===== src/hw/rtl/isf_pkg.sv =====
package isf_pkg;

  localparam int unsigned CntW = 40;
  localparam logic [CntW-1:0] CntMax = {CntW{1'b1}};

  localparam logic [1:0] OpClear = 2'd0;
  localparam logic [1:0] OpLoad  = 2'd1;
  localparam logic [1:0] OpTest  = 2'd2;

  typedef enum logic [1:0] {
    StOk    = 2'd0,
    StFull  = 2'd1,
    StOrder = 2'd2
  } status_e;

  typedef struct packed {
    logic [1:0]  opcode;
    logic [5:0]  chrom_id;
    logic [31:0] position;
    logic [31:0] end_position;
  } in_item_t;

  typedef struct packed {
    logic            selected;
    logic [1:0]      status;
    logic [10:0]     interval_count;
    logic [CntW-1:0] sites_total;
    logic [CntW-1:0] sites_selected;
  } out_item_t;

  // Outcome of one interval load.
  typedef struct packed {
    status_e     status;
    logic        merge;
    logic        append;
    logic        new_chrom;
    logic [31:0] merged_stop;
  } load_dec_t;

  function automatic logic [CntW-1:0] sat_inc(input logic [CntW-1:0] v);
    sat_inc = (v == CntMax) ? v : v + CntW'(1);
  endfunction

endpackage


===== src/hw/rtl/isf_merge.sv =====
module isf_merge (
  input  logic                  chrom_ok_i,
  input  logic                  present_i,
  input  logic                  last_valid_i,
  input  logic [5:0]            chrom_i,
  input  logic [5:0]            last_chrom_i,
  input  logic                  count_nz_i,
  input  logic                  full_i,
  input  logic [31:0]           start_i,
  input  logic [31:0]           stop_i,
  input  logic [31:0]           last_start_i,
  input  logic [31:0]           last_stop_i,
  output isf_pkg::load_dec_t    dec_o
);

  logic same_chrom;

  assign same_chrom = last_valid_i && (chrom_i == last_chrom_i) && count_nz_i;

  always_comb begin
    dec_o             = '0;
    dec_o.status      = isf_pkg::StOk;
    dec_o.merged_stop = (stop_i > last_stop_i) ? stop_i : last_stop_i;
    if (!chrom_ok_i) begin
      dec_o.status = isf_pkg::StOrder;
    end else if (same_chrom) begin
      if (start_i < last_start_i) begin
        dec_o.status = isf_pkg::StOrder;
      end else if (start_i <= last_stop_i) begin
        // Touching or overlapping the last entry: widen it in place.
        dec_o.merge = 1'b1;
      end else if (full_i) begin
        dec_o.status = isf_pkg::StFull;
      end else begin
        dec_o.append = 1'b1;
      end
    end else if (present_i) begin
      // This chromosome already has entries and has been left behind.
      dec_o.status = isf_pkg::StOrder;
    end else if (full_i) begin
      dec_o.status = isf_pkg::StFull;
    end else begin
      dec_o.append    = 1'b1;
      dec_o.new_chrom = 1'b1;
    end
  end

endmodule


===== config.mk =====
export PLATFORM = sky130hd
export DESIGN_NAME = isf_merge
export DESIGN_NICKNAME = d
export VERILOG_FILES = /design/src/hw/rtl/isf_pkg.sv /design/src/hw/rtl/isf_merge.sv
export SDC_FILE = /design/constraint.sdc
export NUM_CORES = 1
export LEC_CHECK = 0
export ABC_AREA = 0
export CAP_MARGIN = 20
export CORE_MARGIN = 2
export CORE_UTILIZATION = 35
export DETAILED_ROUTE_END_ITERATION = 10
export DONT_BUFFER_PORTS = 1
export SYNTH_ARGS = -nofsm -noshare
export SYNTH_HDL_FRONTEND = slang
export SYNTH_SLANG_ARGS = --single-unit
export TNS_END_PERCENT = 10

===== constraint.sdc =====
create_clock -name vclk -period 4.38
set_input_delay 0.219 -clock vclk [all_inputs]
set_output_delay 0.219 -clock vclk [all_outputs]
set_load 0.01 [all_outputs]

Yosys cells after proc, flatten, opt, wreduce, memory -nomap -nowiden

Index checks and enable logic that the tools add are counted.

Register bits after elaboration: 0
Output and inout port bits: 37

Magnitude comparators: 3
Equality and inequality tests: 1
Muxes and demuxes: 17
Reductions and logical operators: 2

Operators with widths:

| cell                            | count |
|---|---|
| > comparator 32 bit             | 1 |
| less-or-equal comparator 32 bit | 1 |
| < comparator 32 bit             | 1 |
| 2-to-1 mux 32 bit               | 1 |
| 2-to-1 mux 2 bit                | 7 |
| 2-to-1 mux 1 bit                | 8 |
| == test 6 bit                   | 1 |
| 2-to-1 mux 3 bit                | 1 |
| logical AND 1 bit               | 2 |

Depth between registers and ports, before layout

Word-level depth: 5
Gate-level depth with buffers: 10

Worst setup path before layout

OpenSTA, ideal clock, no wires.

Kind: input-to-output
Start point: in last_stop_i[25]
End point: out dec_o[11] (netlist name)
Data arrival time: 2.131 ns
Data required time: 4.161 ns
Slack: 2.030 ns
Stages on the path: 10
Cell sequence: inv_1 ha_1 a21oi_1 nor2_1 a2111oi_2 nor2_1 a211oi_2 a2bb2oi_4 buf_6 mux2_1

RTL lines:

| what            | RTL line        | text |
|---|---|---|
| start, declared | isf_merge.sv:12 | `input logic [31:0] last_stop_i,` |
| end, declared   | isf_merge.sv:13 | `output isf_pkg::load_dec_t dec_o` |

==> metrics.yaml <==
status: "complete, no violations"
finalNonFillerCells: 470
netSwitchingFraction: 0.522
path_cells: "inv_1 > ha_1 > a21o_1 > a21o_1 > a21oi_1 > o21ai_1 > a211oi_2 > a2bb2oi_4 > buf_4 > mux2_2"
hold_viol: 0
postCtsSetupBuffers: 0
netlist-cell-type-count: 38
grt_max_degree: 19
crit_arrival_ns: 2.82
max_freq_mhz: 329
netlist_area_um2: 2880
p_switching_uw: 163
maxCapViolCount: 0
cpPeakStageDelay_ns: 0.62
dpl.hpwl_um: 7040
routed_via_density: 5.48
via_count: 2575
hp-class: "input port to output pin"
placed_area_um2: 3000
nFlopsAndLatches: 0
critPathMaxFanout: 18
antenna_found_initial: 0
drv_slew: 0
drc: 0
seqPwrFrac: 0
crit_path_start_kind: "input port"
port_buffers: 0
io_pins: 182
post-place-ws_ns: 1.28
dp.cells: 470
period_needed_ns: 3.04
worstPathRequired_ns: 4.16
gp_congestion: 0.772
synthCells: 366
routed_wl_um: 7450
yosysWarnings: 0
power.share.clock: 0
grtUsageTotal: 0.150
dieArea_um2: 8980
synth_top_area_frac: 0.412
syn-mean-instance-area_um2: 7.88
crit_slowest_cell: "a2bb2oi_4"
clkbuf_count: 0
design_area_um2: 3000
fp.dieH_um: 94.8
final_nets: 607
dr.pass1.iters: 4
die_x_um: 94.8
ir_drop_uv: 43.8
grt_pass1_vias: 2597
yosysSeqAreaShare: 0
slew_headroom: 0.498
timing.critical_path.mode_cell: "a21o_1"
critPathKind: "input port to output pin"
cts.repair.resized: 0
grt_setup_unrepaired: "false"
regArea_um2: 0
combPwrFrac: 1.000
multi_input_area_um2: 2600
holdWs_ns: 0.489
synthTopCellsByArea: "ha_1 (41%), mux2_4 (10%), inv_1 (8.7%)"
synthMuxAreaShare: 0.154
finalCritPeriodShare: 0.694
drt_first_iter_violations: 49
grt_overflow_total: 0
synth-compound-area-share: 0.167
p_leak_uw: 0.00164
drive_gt1_frac: 0.0740
finalSetupTns_ns: 0
synth_top_cell_by_area: "ha_1"
tightest_slew_ns: 0.750
coreArea_um2: 8090
post_drt_wl_per_cell_um: 15.8
powerDensity_nw_per_um2: 104
nFillCells: 873
start_util: 0.356
floorplan.rows: 33
synth.net_count: 606
area_growth_pct: 3.90
ant_nets: 0
grt_pass1_wl_um: 11100
synthXorXnorAreaFrac: 0.0182
setup_viol: 0
antenna_cells: 0
cts_hold_buf: 0
cp-end-kind: "output pin"
fin_ws_ns: 1.34
synthSimpleGateAreaFrac: 0.149
synth-adder-area-share: 0.412
power.internal_uw: 149
synth_top_family_by_area: "adder cells"
synthesized netlist by cell type, drive strengths merged (3+ instances only):
master and instances:
xnor2 4, nand2 19, o21ai 18, buf 3
nor2 18, nand3 11, ha 95, nor4 4
a21o 8, nor2b 4, nand4 19, a21oi 33
nor3 6, a211oi 5, mux2 32, inv 67
cell usage in the layout, fill, tap and decap left out, types with 2 or more instances in the layout:
cell	count
nor3_1	6
nor2b_1	4
o21a_1	2
a21o_1	8
ha_1	95
xnor2_1	4
nand2_1	19
mux2_4	20
mux2_1	10
a21oi_1	33
xor2_1	2
nor2_1	18
nand3_1	11
buf_4	2
o21ai_0	17
mux2_2	2
nor4_1	4
inv_1	67
nand4_1	19
a211oi_1	4
path summary, 6_finish.rpt:
| path | slack (ns) | startpoint | cells past startpoint | end |
|---|---|---|---|---|
| hold / removal | 0.49 | full_i | 1 | dec_o[32] |
| setup / recovery | 1.34 | last_stop_i[17] | 10 | dec_o[31] |
per-stage QoR:
stage / power (µW) / util
after floorplan: 266 / -
after global placement: 308 / 0.370
after global routing: 357 / 0.370
after detailed placement: 314 / 0.370
final: 312 / 0.370
after CTS: 317 / 0.370
critical path: cells and delay by family:
| kind | cells | cell delay, ns |
|---|---|---|
| mux | 1 | 0.39 |
| buf+inv | 2 | 0.38 |
| compound gates | 6 | 1.54 |
| fa+ha+maj | 1 | 0.28 |
routing by layer:
metal / track usage / wire, µm / share of wire
met5: 0 / 0 / 0
met3: 0.0160 / 471 / 0.063
met4: 0.00121 / 2 / 0.00027
met1: 0.173 / 3040 / 0.41
met2: 0.310 / 3930 / 0.53
power by group through the flow:
stage	logic, µW	clock network, µW	registers (µW)
after floorplan	266	0	0
after global placement	308	0	0
after detailed placement	314	0	0
after CTS	317	0	0
after global routing	357	0	0
final	312	0	0
area by class of cell:
cell class | count | area share
tap | 105 | 0.0438
multi-input combinational | 296 | 0.867
timing repair buffer | 2 | 0.00501
inverter | 67 | 0.0839
kinds of logic (layout without fill, tap and decap cells):
| group | Yosys count | after routing |
|---|---|---|
| AO/OA/AOI/OAI | 76 | 76 |
| buffers and inverters | 70 | 69 |
| XOR/XNOR | 6 | 6 |
| multiplexers | 33 | 33 |
| AND/OR/NAND/NOR | 86 | 86 |
| adder cells (fa/ha/maj) | 95 | 95 |
Power figures use the tool's default switching activity.
